File: src/rtl/core/twhl_pkg.sv
`default_nettype none

package twhl_pkg;

    // Configuration register widths and indexes
    localparam int TIMEOUT_W   = 24;
    localparam int GAP_W       = 16;
    localparam int CFG_DATA_W  = 24;
    localparam int CFG_INDEX_W = 1;

    localparam logic [CFG_INDEX_W-1:0] CFG_TIMEOUT = 1'b0;
    localparam logic [CFG_INDEX_W-1:0] CFG_GAP     = 1'b1;

    // Wait timer; at least as wide as the timeout register
    localparam int TIMER_WIDTH = 24;

    localparam logic [TIMEOUT_W-1:0] TIMEOUT_RESET = 24'd1000000;
    localparam logic [GAP_W-1:0]     GAP_RESET     = 16'd0;

    // Bits per byte
    localparam int          BYTE_W      = 8;
    localparam int          COUNT_W     = 4;
    localparam logic [COUNT_W-1:0] BITS_PER_BYTE = 4'd8;

    // Request codes
    localparam logic [1:0] REQ_TX = 2'd1;
    localparam logic [1:0] REQ_RX = 2'd2;

    // Status codes
    localparam logic [1:0] ST_OK         = 2'd0;
    localparam logic [1:0] ST_TX_TIMEOUT = 2'd1;
    localparam logic [1:0] ST_RX_TIMEOUT = 2'd2;

    typedef enum logic [2:0] {
        PH_IDLE,
        PH_TX_LOW,
        PH_TX_HIGH,
        PH_TX_GAP,
        PH_RX_START,
        PH_RX_REL,
        PH_RX_GAP
    } phase_t;

    typedef struct packed {
        logic [1:0]        req_type;
        logic [BYTE_W-1:0] tx_byte;
        logic              red_in;
        logic              white_in;
    } in_beat_t;

    typedef struct packed {
        logic              red_drive;
        logic              white_drive;
        logic              busy_res;
        logic              done_res;
        logic [1:0]        status_code;
        logic [BYTE_W-1:0] rx_byte;
        logic              line_active;
    } out_beat_t;

endpackage

`default_nettype wire

File: src/rtl/core/two_wire_handshake_link.sv
`default_nettype none

// Two-wire (red/white) open-drain handshake link engine. Each input beat is
// one tick of the link: it carries the sampled wire levels and an optional
// command to send (LSB first) or receive one byte; every beat yields exactly
// one result beat with the wire drives, busy, a one-tick done pulse with its
// status, the last received byte and line activity. One beat is taken every
// clock cycle while out_stall is low: a beat lands in the input register,
// the engine state and the result are worked out from it combinationally,
// and the result sits in the output register. Commands arriving while busy
// are ignored; every handshake wait times out once its tick count reaches
// the timeout register and releases both wires. Write the configuration
// registers only while the link is idle.
module two_wire_handshake_link (
    input  wire logic                              clk,
    input  wire logic                              rst_n,
    input  wire logic                              in_valid,
    output logic                                   in_stall,
    input  wire twhl_pkg::in_beat_t                in_beat,
    output logic                                   out_valid,
    input  wire logic                              out_stall,
    output twhl_pkg::out_beat_t                    out_beat,
    input  wire logic                              cfg_we,
    input  wire logic [twhl_pkg::CFG_INDEX_W-1:0]  cfg_index,
    input  wire logic [twhl_pkg::CFG_DATA_W-1:0]   cfg_data
);
    import twhl_pkg::*;

    // Configuration
    logic [TIMEOUT_W-1:0]   timeout_reg;
    logic [GAP_W-1:0]       gap_reg;

    // Pipeline
    logic                   in_valid_reg;
    in_beat_t               in_beat_reg;
    logic                   out_valid_reg;
    out_beat_t              out_beat_reg;
    logic                   adv;

    // Engine state
    phase_t                 phase_reg,   phase_next;
    logic [BYTE_W-1:0]      shift_reg,   shift_next;
    logic [COUNT_W-1:0]     count_reg,   count_next;
    logic [TIMER_WIDTH-1:0] timer_reg,   timer_next;
    logic                   red_reg,     red_next;
    logic                   white_reg,   white_next;
    logic                   bit_reg,     bit_next;
    logic [BYTE_W-1:0]      rcv_reg,     rcv_next;
    logic                   done_next;
    logic [1:0]             status_next;
    out_beat_t              result;

    // Helpers
    logic [TIMER_WIDTH-1:0] timer_inc;
    logic                   expired;
    logic                   gap_zero;
    logic                   watched;
    logic                   do_bit_done;
    logic                   do_proceed;
    logic                   proceed_tx;
    logic                   red_s;
    logic                   white_s;

    // Handshake: the input register advances when the output register frees
    assign adv       = in_valid_reg && (!out_valid_reg || !out_stall);
    assign in_stall  = in_valid_reg && !adv;
    assign out_valid = out_valid_reg;
    assign out_beat  = out_beat_reg;

    assign red_s     = in_beat_reg.red_in;
    assign white_s   = in_beat_reg.white_in;

    // Saturating wait timer and timeout compare (zero limit acts as one)
    assign timer_inc = (timer_reg == {TIMER_WIDTH{1'b1}}) ? timer_reg
                                                          : timer_reg + 1'b1;
    assign expired   = timer_inc >= TIMER_WIDTH'(timeout_reg);
    assign gap_zero  = (gap_reg == '0);
    assign watched   = bit_reg ? red_s : white_s;

    // Configuration writes
    always_ff @(posedge clk or negedge rst_n)
    begin
        if (!rst_n)
        begin
            timeout_reg <= TIMEOUT_RESET;
            gap_reg     <= GAP_RESET;
        end
        else if (cfg_we)
        begin
            unique case (cfg_index)
                CFG_TIMEOUT: timeout_reg <= cfg_data[TIMEOUT_W-1:0];
                CFG_GAP:     gap_reg     <= cfg_data[GAP_W-1:0];
                default:     ;
            endcase
        end
    end

    // Input register
    always_ff @(posedge clk or negedge rst_n)
    begin
        if (!rst_n)
        begin
            in_valid_reg <= 1'b0;
        end
        else if (in_valid && !in_stall)
        begin
            in_valid_reg <= 1'b1;
        end
        else if (adv)
        begin
            in_valid_reg <= 1'b0;
        end
    end

    always_ff @(posedge clk)
    begin
        if (in_valid && !in_stall)
        begin
            in_beat_reg <= in_beat;
        end
    end

    // Next engine state for the beat in the input register
    always_comb
    begin
        phase_next  = phase_reg;
        shift_next  = shift_reg;
        count_next  = count_reg;
        timer_next  = timer_reg;
        red_next    = red_reg;
        white_next  = white_reg;
        bit_next    = bit_reg;
        rcv_next    = rcv_reg;
        done_next   = 1'b0;
        status_next = ST_OK;
        do_bit_done = 1'b0;
        do_proceed  = 1'b0;
        proceed_tx  = 1'b0;

        unique case (phase_reg)
            PH_IDLE:
            begin
                if (in_beat_reg.req_type == REQ_TX)
                begin
                    shift_next = in_beat_reg.tx_byte;
                    count_next = '0;
                    bit_next   = in_beat_reg.tx_byte[0];
                    red_next   = in_beat_reg.tx_byte[0];
                    white_next = !in_beat_reg.tx_byte[0];
                    timer_next = '0;
                    phase_next = PH_TX_LOW;
                end
                else if (in_beat_reg.req_type == REQ_RX)
                begin
                    shift_next = '0;
                    count_next = '0;
                    timer_next = '0;
                    phase_next = PH_RX_START;
                end
            end
            PH_TX_LOW:
            begin
                if (!watched)
                begin
                    red_next   = 1'b1;
                    white_next = 1'b1;
                    timer_next = '0;
                    phase_next = PH_TX_HIGH;
                end
                else
                begin
                    timer_next = timer_inc;
                    if (expired)
                    begin
                        phase_next  = PH_IDLE;
                        red_next    = 1'b1;
                        white_next  = 1'b1;
                        timer_next  = '0;
                        done_next   = 1'b1;
                        status_next = ST_TX_TIMEOUT;
                    end
                end
            end
            PH_TX_HIGH:
            begin
                if (watched)
                begin
                    shift_next  = {1'b0, shift_reg[BYTE_W-1:1]};
                    do_bit_done = 1'b1;
                    proceed_tx  = 1'b1;
                end
                else
                begin
                    timer_next = timer_inc;
                    if (expired)
                    begin
                        phase_next  = PH_IDLE;
                        red_next    = 1'b1;
                        white_next  = 1'b1;
                        timer_next  = '0;
                        done_next   = 1'b1;
                        status_next = ST_TX_TIMEOUT;
                    end
                end
            end
            PH_RX_START:
            begin
                if (red_s && white_s)
                begin
                    timer_next = timer_inc;
                    if (expired)
                    begin
                        phase_next  = PH_IDLE;
                        red_next    = 1'b1;
                        white_next  = 1'b1;
                        timer_next  = '0;
                        done_next   = 1'b1;
                        status_next = ST_RX_TIMEOUT;
                    end
                end
                else
                begin
                    // Red high with white low is a one, acked on red
                    if (red_s && !white_s)
                    begin
                        bit_next   = 1'b1;
                        shift_next = {1'b1, shift_reg[BYTE_W-1:1]};
                        red_next   = 1'b0;
                    end
                    else
                    begin
                        bit_next   = 1'b0;
                        shift_next = {1'b0, shift_reg[BYTE_W-1:1]};
                        white_next = 1'b0;
                    end
                    timer_next = '0;
                    phase_next = PH_RX_REL;
                end
            end
            PH_RX_REL:
            begin
                if (bit_reg ? white_s : red_s)
                begin
                    do_bit_done = 1'b1;
                end
                else
                begin
                    timer_next = timer_inc;
                    if (expired)
                    begin
                        phase_next  = PH_IDLE;
                        red_next    = 1'b1;
                        white_next  = 1'b1;
                        timer_next  = '0;
                        done_next   = 1'b1;
                        status_next = ST_RX_TIMEOUT;
                    end
                end
            end
            PH_TX_GAP, PH_RX_GAP:
            begin
                timer_next = timer_inc;
                proceed_tx = (phase_reg == PH_TX_GAP);
                do_proceed = (timer_inc >= TIMER_WIDTH'(gap_reg));
            end
            default:
            begin
                phase_next = PH_IDLE;
                red_next   = 1'b1;
                white_next = 1'b1;
                timer_next = '0;
            end
        endcase

        // End of a bit: release both wires, then gap or go straight on
        if (do_bit_done)
        begin
            red_next   = 1'b1;
            white_next = 1'b1;
            count_next = count_reg + 1'b1;
            timer_next = '0;
            if (gap_zero)
            begin
                do_proceed = 1'b1;
            end
            else
            begin
                phase_next = proceed_tx ? PH_TX_GAP : PH_RX_GAP;
            end
        end

        // Next bit or end of byte
        if (do_proceed)
        begin
            if (count_next >= BITS_PER_BYTE)
            begin
                if (!proceed_tx)
                begin
                    rcv_next = shift_next;
                end
                phase_next  = PH_IDLE;
                red_next    = 1'b1;
                white_next  = 1'b1;
                timer_next  = '0;
                done_next   = 1'b1;
                status_next = ST_OK;
            end
            else if (proceed_tx)
            begin
                bit_next   = shift_next[0];
                red_next   = shift_next[0];
                white_next = !shift_next[0];
                timer_next = '0;
                phase_next = PH_TX_LOW;
            end
            else
            begin
                timer_next = '0;
                phase_next = PH_RX_START;
            end
        end
    end

    // Result beat: state after this tick
    always_comb
    begin
        result.red_drive   = red_next;
        result.white_drive = white_next;
        result.busy_res    = (phase_next != PH_IDLE);
        result.done_res    = done_next;
        result.status_code = status_next;
        result.rx_byte     = rcv_next;
        result.line_active = !red_s || !white_s;
    end

    // Engine state registers
    always_ff @(posedge clk or negedge rst_n)
    begin
        if (!rst_n)
        begin
            phase_reg <= PH_IDLE;
            shift_reg <= '0;
            count_reg <= '0;
            timer_reg <= '0;
            red_reg   <= 1'b1;
            white_reg <= 1'b1;
            bit_reg   <= 1'b0;
            rcv_reg   <= '0;
        end
        else if (adv)
        begin
            phase_reg <= phase_next;
            shift_reg <= shift_next;
            count_reg <= count_next;
            timer_reg <= timer_next;
            red_reg   <= red_next;
            white_reg <= white_next;
            bit_reg   <= bit_next;
            rcv_reg   <= rcv_next;
        end
    end

    // Output register
    always_ff @(posedge clk or negedge rst_n)
    begin
        if (!rst_n)
        begin
            out_valid_reg <= 1'b0;
        end
        else if (adv)
        begin
            out_valid_reg <= 1'b1;
        end
        else if (!out_stall)
        begin
            out_valid_reg <= 1'b0;
        end
    end

    always_ff @(posedge clk)
    begin
        if (adv)
        begin
            out_beat_reg <= result;
        end
    end

    // Checks
    a_done_not_busy: assert property (@(posedge clk) disable iff (!rst_n)
        out_valid_reg && out_beat_reg.done_res |-> !out_beat_reg.busy_res)
        else $error("done reported while still busy");

    a_status_only_done: assert property (@(posedge clk) disable iff (!rst_n)
        out_valid_reg && !out_beat_reg.done_res |-> out_beat_reg.status_code == ST_OK)
        else $error("status set without done");

    a_idle_released: assert property (@(posedge clk) disable iff (!rst_n)
        phase_reg == PH_IDLE |-> red_reg && white_reg)
        else $error("wire driven low while idle");

    a_count_range: assert property (@(posedge clk) disable iff (!rst_n)
        count_reg <= BITS_PER_BYTE)
        else $error("bit count beyond one byte");

    a_hold_when_stalled: assert property (@(posedge clk) disable iff (!rst_n)
        !adv |=> $stable(phase_reg) && $stable(timer_reg))
        else $error("engine state moved without a beat");

endmodule

`default_nettype wire

File: config.mk
export PLATFORM = sky130hd
export DESIGN_NAME = two_wire_handshake_link
export DESIGN_NICKNAME = d
export VERILOG_FILES = /design/src/rtl/core/twhl_pkg.sv /design/src/rtl/core/two_wire_handshake_link.sv
export SDC_FILE = /design/constraint.sdc
export NUM_CORES = 1
export LEC_CHECK = 0
export BUFFER_PORTS_ARGS = -buffer_cell sky130_fd_sc_hd__buf_2
export CAP_MARGIN = 5
export CORE_ASPECT_RATIO = 0.8
export CORE_MARGIN = 2
export CORE_UTILIZATION = 50
export DETAILED_ROUTE_END_ITERATION = 7
export PLACE_DENSITY_LB_ADDON = 0.25
export SLEW_MARGIN = 20
export SYNTH_ARGS = -nofsm -noshare
export SYNTH_HDL_FRONTEND = slang
export SYNTH_SLANG_ARGS = --single-unit
File: constraint.sdc
create_clock -name clk -period 4.8 [get_ports clk]
set_input_delay 0.48 -clock clk [delete_from_list [all_inputs] [get_ports clk]]
set_output_delay 0.48 -clock clk [all_outputs]
set_load 0.02 [all_outputs]
Word level (Yosys, flattened, before mapping) --
Index checks and enable logic that the tools add are counted.
Storage, ports and cells: register bits 119, bits of input ports 42, word-level logic and storage cells 164
Operators by class: magnitude comparators 3, reductions and logical operators 23, muxes and demuxes 99, $add $sub $neg 2, equal/unequal tests 13, bitwise operators 1
Operator list (number):
- two-way mux 24 bit | 10
- case mux 24 bit (6 select lines) | 1
- two-way mux 8 bit | 8
- two-way mux 1 bit | 49
- two-way mux 3 bit | 13
- adder 24 x 1 -> 24 bit, second input constant | 1
- == test 24 bit, second input constant | 1
- greater-or-equal comparator 24 x 16 -> 1 bit | 1
- greater-or-equal comparator 24 bit | 1
- case mux 8 bit (3 select lines) | 1
- case mux 3 bit (6 select lines) | 1
- logical NOT 16 bit | 1
- two-way mux 4 bit | 4
- case mux 1 bit (6 select lines) | 2
- two-way mux 2 bit | 5
- == test 3 bit, second input constant | 3
- logical NOT 1 bit | 8
- != test 4 bit, second input constant | 2
- case mux 2 bit (4 select lines) | 1
- == test 3 x 2 -> 1 bit, second input constant | 2
- case mux 1 bit (2 select lines) | 3
- logical AND 1 bit | 5
- != test 5 bit, second input constant | 1
- adder 4 x 1 -> 4 bit, second input constant | 1
- 14 further kinds | 16

Depth between registers and ports, before layout --
depth in word-level cells 10, gate-level depth with buffers 22

Worst setup path after synthesis --
Ideal clock, no wire load.
path type register to register, start point register timer_reg[19], end point register out_beat_reg (netlist bit out_beat[14]) (data pin), data arrival time 4306 ps, clock period less this slack 4573 ps, slack 227 ps, path buffers 2, data required time 4533 ps, cell stages (with the launch flop) 21, cells stage by stage dfrtp_1 > clkbuf_1 > and3_1 > nor2b_1 > nand2_1 > or2_2 > clkbuf_1 > nand2_1 > nor2_1 > nand2_1 > xnor2_1 > ha_1 > a41oi_1 > o21ai_0 > a2111oi_0 > o221ai_1 > nor4_4 > a211o_1 > nand2_1 > a2111oi_2 > nor2_1
Between the ends: word-level cells in the longest chain between the ends 10, elaborated cells on any way between the ends 18, those cells by class add/sub (1); order compare (2); eq/ne (1); mux (14)
RTL lines:
- start: declaration | RTL line two_wire_handshake_link.sv:44 | logic [TIMER_WIDTH-1:0] timer_reg, timer_next;
- start signal: assignment | RTL line two_wire_handshake_link.sv:355 | timer_reg <= timer_next;
- adder 24 x 1 -> 24 bit or == test 24 bit (tied branches) | RTL line two_wire_handshake_link.sv:75, two_wire_handshake_link.sv:74
- two-way mux 24 bit * | RTL line two_wire_handshake_link.sv:74 | assign timer_inc = (timer_reg == {TIMER_WIDTH{1'b1}}) ? timer_reg
- greater-or-equal comparator 24 bit | RTL line two_wire_handshake_link.sv:76 | assign expired = timer_inc >= TIMER_WIDTH'(timeout_reg);
- two-way mux 1 bit
- two-way mux 1 bit, on equally long branches
- case mux 1 bit (6 select lines) | RTL line two_wire_handshake_link.sv:140 | unique case (phase_reg)
- two-way mux 1 bit | RTL line two_wire_handshake_link.sv:276 | if (do_bit_done)
- two-way mux 1 bit | RTL line two_wire_handshake_link.sv:308 | else if (proceed_tx)
- two-way mux 1 bit | RTL line two_wire_handshake_link.sv:295 | if (count_next >= BITS_PER_BYTE)
- two-way mux 1 bit * | RTL line two_wire_handshake_link.sv:293 | if (do_proceed)
- net red_next | RTL line two_wire_handshake_link.sv:45 | logic red_reg, red_next;
- end signal: assignment | RTL line two_wire_handshake_link.sv:384 | out_beat_reg <= result;
- end: declaration | RTL line two_wire_handshake_link.sv:37 | out_beat_t out_beat_reg;
Mark *: on every way through the listed nets, which the timed path passes. The rest lies on a longest branch. A chain may end at the register's enable or synchronous reset.

Worst setup path in the final report --
start point register timer_reg[6], end point register timer_reg[18]
Between the ends: word-level cells in the longest chain between the ends 8, elaborated cells on any way between the ends 20, those cells by class add/sub (1); order compare (2); eq/ne (4); mux (12); reduce/logical (1)
RTL lines:
- adder 24 x 1 -> 24 bit or == test 24 bit (tied branches) | RTL line two_wire_handshake_link.sv:75, two_wire_handshake_link.sv:74
- two-way mux 24 bit * | RTL line two_wire_handshake_link.sv:74
- greater-or-equal comparator 24 x 16 -> 1 bit or greater-or-equal comparator 24 bit (tied branches) | RTL line two_wire_handshake_link.sv:264, two_wire_handshake_link.sv:76
- two-way mux 1 bit or two-way mux 24 bit (tied branches)
- two-way mux 1 bit, or another cell as far along | RTL line two_wire_handshake_link.sv:282 | if (gap_zero)
- two-way mux 1 bit or case mux 24 bit (6 select lines) (tied branches) | RTL line two_wire_handshake_link.sv:276, two_wire_handshake_link.sv:140
- != test 5 bit (no line), or another cell as far along
- AND reduction 4 bit (no line) or two-way mux 24 bit (tied branches)
Every way passes the cells marked *; elsewhere a longest branch is shown, timed or not. The select of a mux whose other input is x is not followed.

==> results.yml <==
logic_synthesis:
  ys.flop_type: "dfrtp_1"
  synth_top_area_share_pct: 29.7
  synth.largest_area_cell: "dfrtp_1"
  ys_top_cells_by_count: "nand2_1 (107), dfrtp_1 (83), o21ai_0 (68), inv_1 (50), nor2_1 (50)"
  ys_types: 67
  async_flop_share_pct: 77.3
  synth_most_common_cell: "nand2_1"
  synthCells: 749
  avgSynthCellArea_um2: 9.35
  yosysSeqAreaShare_pct: 44.6
  synth_edf_count: 27
  yosysWarnings: 0
  synth.cell_area_um2: 7000
  synth_area_leaders: "dfrtp_1 (30%), edfxtp_1 (12%), ha_1 (7.9%)"
  synth_seq_cells: 119
  syn_nets: 835
setup_path:
  arrival_ns: 5.02
  cp.required_ns: 5.15
  critical_path.slowest_cell: "a2111oi_0"
  path_class: "reg2reg"
  crit_fanout: 5
  end_kind: "flop"
  worstPathCellList: "nand4_1 -> or4_4 -> or2_2 -> buf_4 -> xnor2_1 -> ha_1 -> nand2b_1 -> a2111oi_0 -> o21ai_0 -> a221o_1 -> nor3_1 -> a31oi_2 -> or2_4 -> buf_4 -> o21ai_0 -> a22o_1"
  start_kind: "flop"
  cpPeakStageDelay_ns: 0.60
timing:
  fmax_mhz: 214
  hold_viol_final: 0
  worst_pin_slew_ns: 0.782
  fin_worst_skew_ns: 0.00866
  finalWorstSetupSlack_ns: 0.133
  period_minus_slack_ns: 4.67
  slew_viol_final: 0
  setup_viol: 0
  slew_headroom_pct: 47.7
  period_share_pct: 97.2
place:
  place_area_um2: 7810
  place_ws_ns: 0.100
  gp_congestion: 0.925
  portBuffers: 58
  dp_hpwl_um: 13100
power:
  vdd_ir_drop_max_mv: 0.323
  total_power_mw: 3.85
  power_leakage_nw: 3.94
  powerDensity_nw_per_um2: 450
  pwr-share-clk_pct: 33.4
  p_int_mw: 2.48
  pwr-share-seq_pct: 35.3
  p_sw_share_pct: 35.6
  pwr-share-comb_pct: 31.4
  p_switching_mw: 1.37
route:
  drtIter0Drc: 696
  drt_wl_total_um: 18100
  vias: 6095
  drt_pre_antenna_iters: 5
  dr.max_layer_used: "met4"
  routedWlPerCell_um: 17.4
  ant_nets: 0
  m1WireLength_um: 8410
  met3_length_um: 1310
  drc_errors: 0
  vias_per_cell: 5.85
  route.met2.wl_um: 8110
layout:
  fin_area_um2: 8560
  final_util_pct: 62.7
  multi_input_area_um2: 3660
  fin_nets: 934
  area_growth_pct: 22.2
  ff_latch_area_um2: 3120
  diodes: 0
  drive_gt1_share_pct: 24.2
  nFillCells: 1114
grt:
  grt_pass1_wl_um: 29500
  gr-usage-all-layers_pct: 25.5
  grt_pass1_vias: 5901
  grt_max_degree: 48
  antenna_found_initial: 0
  overflow: 0
clock_network:
  hold_buffers: 0
  cts_htree_levels: 4
  clock_sinks: 119
  insertion_delay_ns: 0.42
  clk_path_buf_depth: 2
  cts_tree: "yes"
  root_buffer: "clkbuf_16"
  clkTransAtPathRegs_ns: 0.06
  numCtsBuffers: 17
floorplanning:
  die_height_um: 110
  placementRows: 38
  boundaryPins: 59
  dieArea_um2: 15000
  start_util_pct: 51.3
  die_x_um: 136
  core_um2: 13600
run_status:
  status: "complete, no violations"
min_path:
  hold_class: "in2async"
job:
  drv_cap: 0
-- power by group through the flow --
stage / logic [mW] / registers, mW / clock network (mW)
6_report: 1.21 / 1.36 / 1.28
5_1_grt: 1.33 / 1.38 / 1.35
4_1_cts: 1.15 / 1.35 / 1.30
3_5_place_dp: 1.13 / 1.37 / 0
3_3_place_gp: 1.10 / 1.36 / 0
2_1_floorplan: 0.785 / 1.31 / 0
-- cells in the final DEF (no fill, tap or decap), types with 9 or more instances in the layout --
master	instances
a21o_1	10
a21oi_1	25
a22o_1	12
buf_2	57
buf_4	58
clkbuf_16	17
dfrtp_1	83
dfstp_2	9
edfxtp_1	27
ha_1	44
inv_1	50
mux2_2	20
nand2_1	104
nand2b_1	10
nand3_1	18
nand4_1	14
nor2_1	49
nor3_1	13
o21a_1	11
o21ai_0	66
o21ai_1	11
xnor2_1	10
-- per-layer routing --
metal | track usage, % | vias to the layer above
met1 | 36.8 | 2956
met4 | 8.56 | 0
met2 | 38.0 | 228
met5 | 0 | -
li1 | - | 2885
met3 | 5.53 | 26
-- worst paths after layout --
| check | slack (ns) | cells after the start | startpoint | end |
|---|---|---|---|---|
| max | 0.13 | 16 | timer_reg[6]$_DFFE_PN0P_ | timer_reg[18]$_DFFE_PN0P_ |
| min reg2reg | 0.48 | 2 | red_reg$_DFFE_PN1P_ | red_reg$_DFFE_PN1P_ |
| min | 0.06 | 1 | rst_n | timeout_reg[13]$_DFFE_PN0P_ |
| max in group asynchronous | 3.69 | 2 | rst_n | bit_reg$_DFFE_PN0P_ |
| max reg2reg | 0.13 | 16 | timer_reg[6]$_DFFE_PN0P_ | timer_reg[18]$_DFFE_PN0P_ |
| min in group clk | 0.23 | 1 | in_beat[5] | in_beat_reg[5]$_DFFE_PP_ |
-- metrics by stage --
stage / setup TNS (ns) / hold slack, ns / std cells
2_1_floorplan: 0 / 0.184 / 749
3_3_place_gp: 0 / 0.468 / 1005
3_5_place_dp: 0 / 0.471 / 1005
4_1_cts: 0 / 0.0773 / 1037
5_1_grt: -0.00226 / 0.113 / 1041
6_report: 0 / 0.0639 / 1041
-- area by class of cell --
class                   count  area share, %
clock inverters            15           1.91
inverters                  50           2.19
repair buffers            118           9.02
flip-flops and latches    119           36.5
clock buffers              17           4.97
multi-input cells         542           42.8
well taps                 180           2.63
-- logic make-up (layout without fill, tap and decap cells) --
family | count (synthesis) | after routing | synth area share (%)
adders and majority gates | 44 | 44 | 7.86
buffers and inverters | 88 | 200 | 4.93
AOI/OAI and AO/OA | 195 | 195 | 18.5
muxes | 27 | 27 | 4.25
DFF | 119 | 119 | 44.6
and+or+nand+nor | 254 | 254 | 17.1
xor gates and xnor gates | 22 | 22 | 2.75
-- critical path: cells and delay by family, from the launching register on --
kind                     cells  cell delay [ns]
AND/OR/NAND/NOR              6             1.70
AO/OA/AOI/OAI                6             1.66
flip-flops                   1             0.35
buffers and inverters        2             0.31
adder cells (fa/ha/maj)      1             0.29
XOR/XNOR                     1             0.27
-- repair_timing --
item,CTS,global route
endpoints found under the setup margin,0,50
gates resized for setup,0,24
setup buffers,0,4
Note: power is estimated with default switching activity, not from simulation.
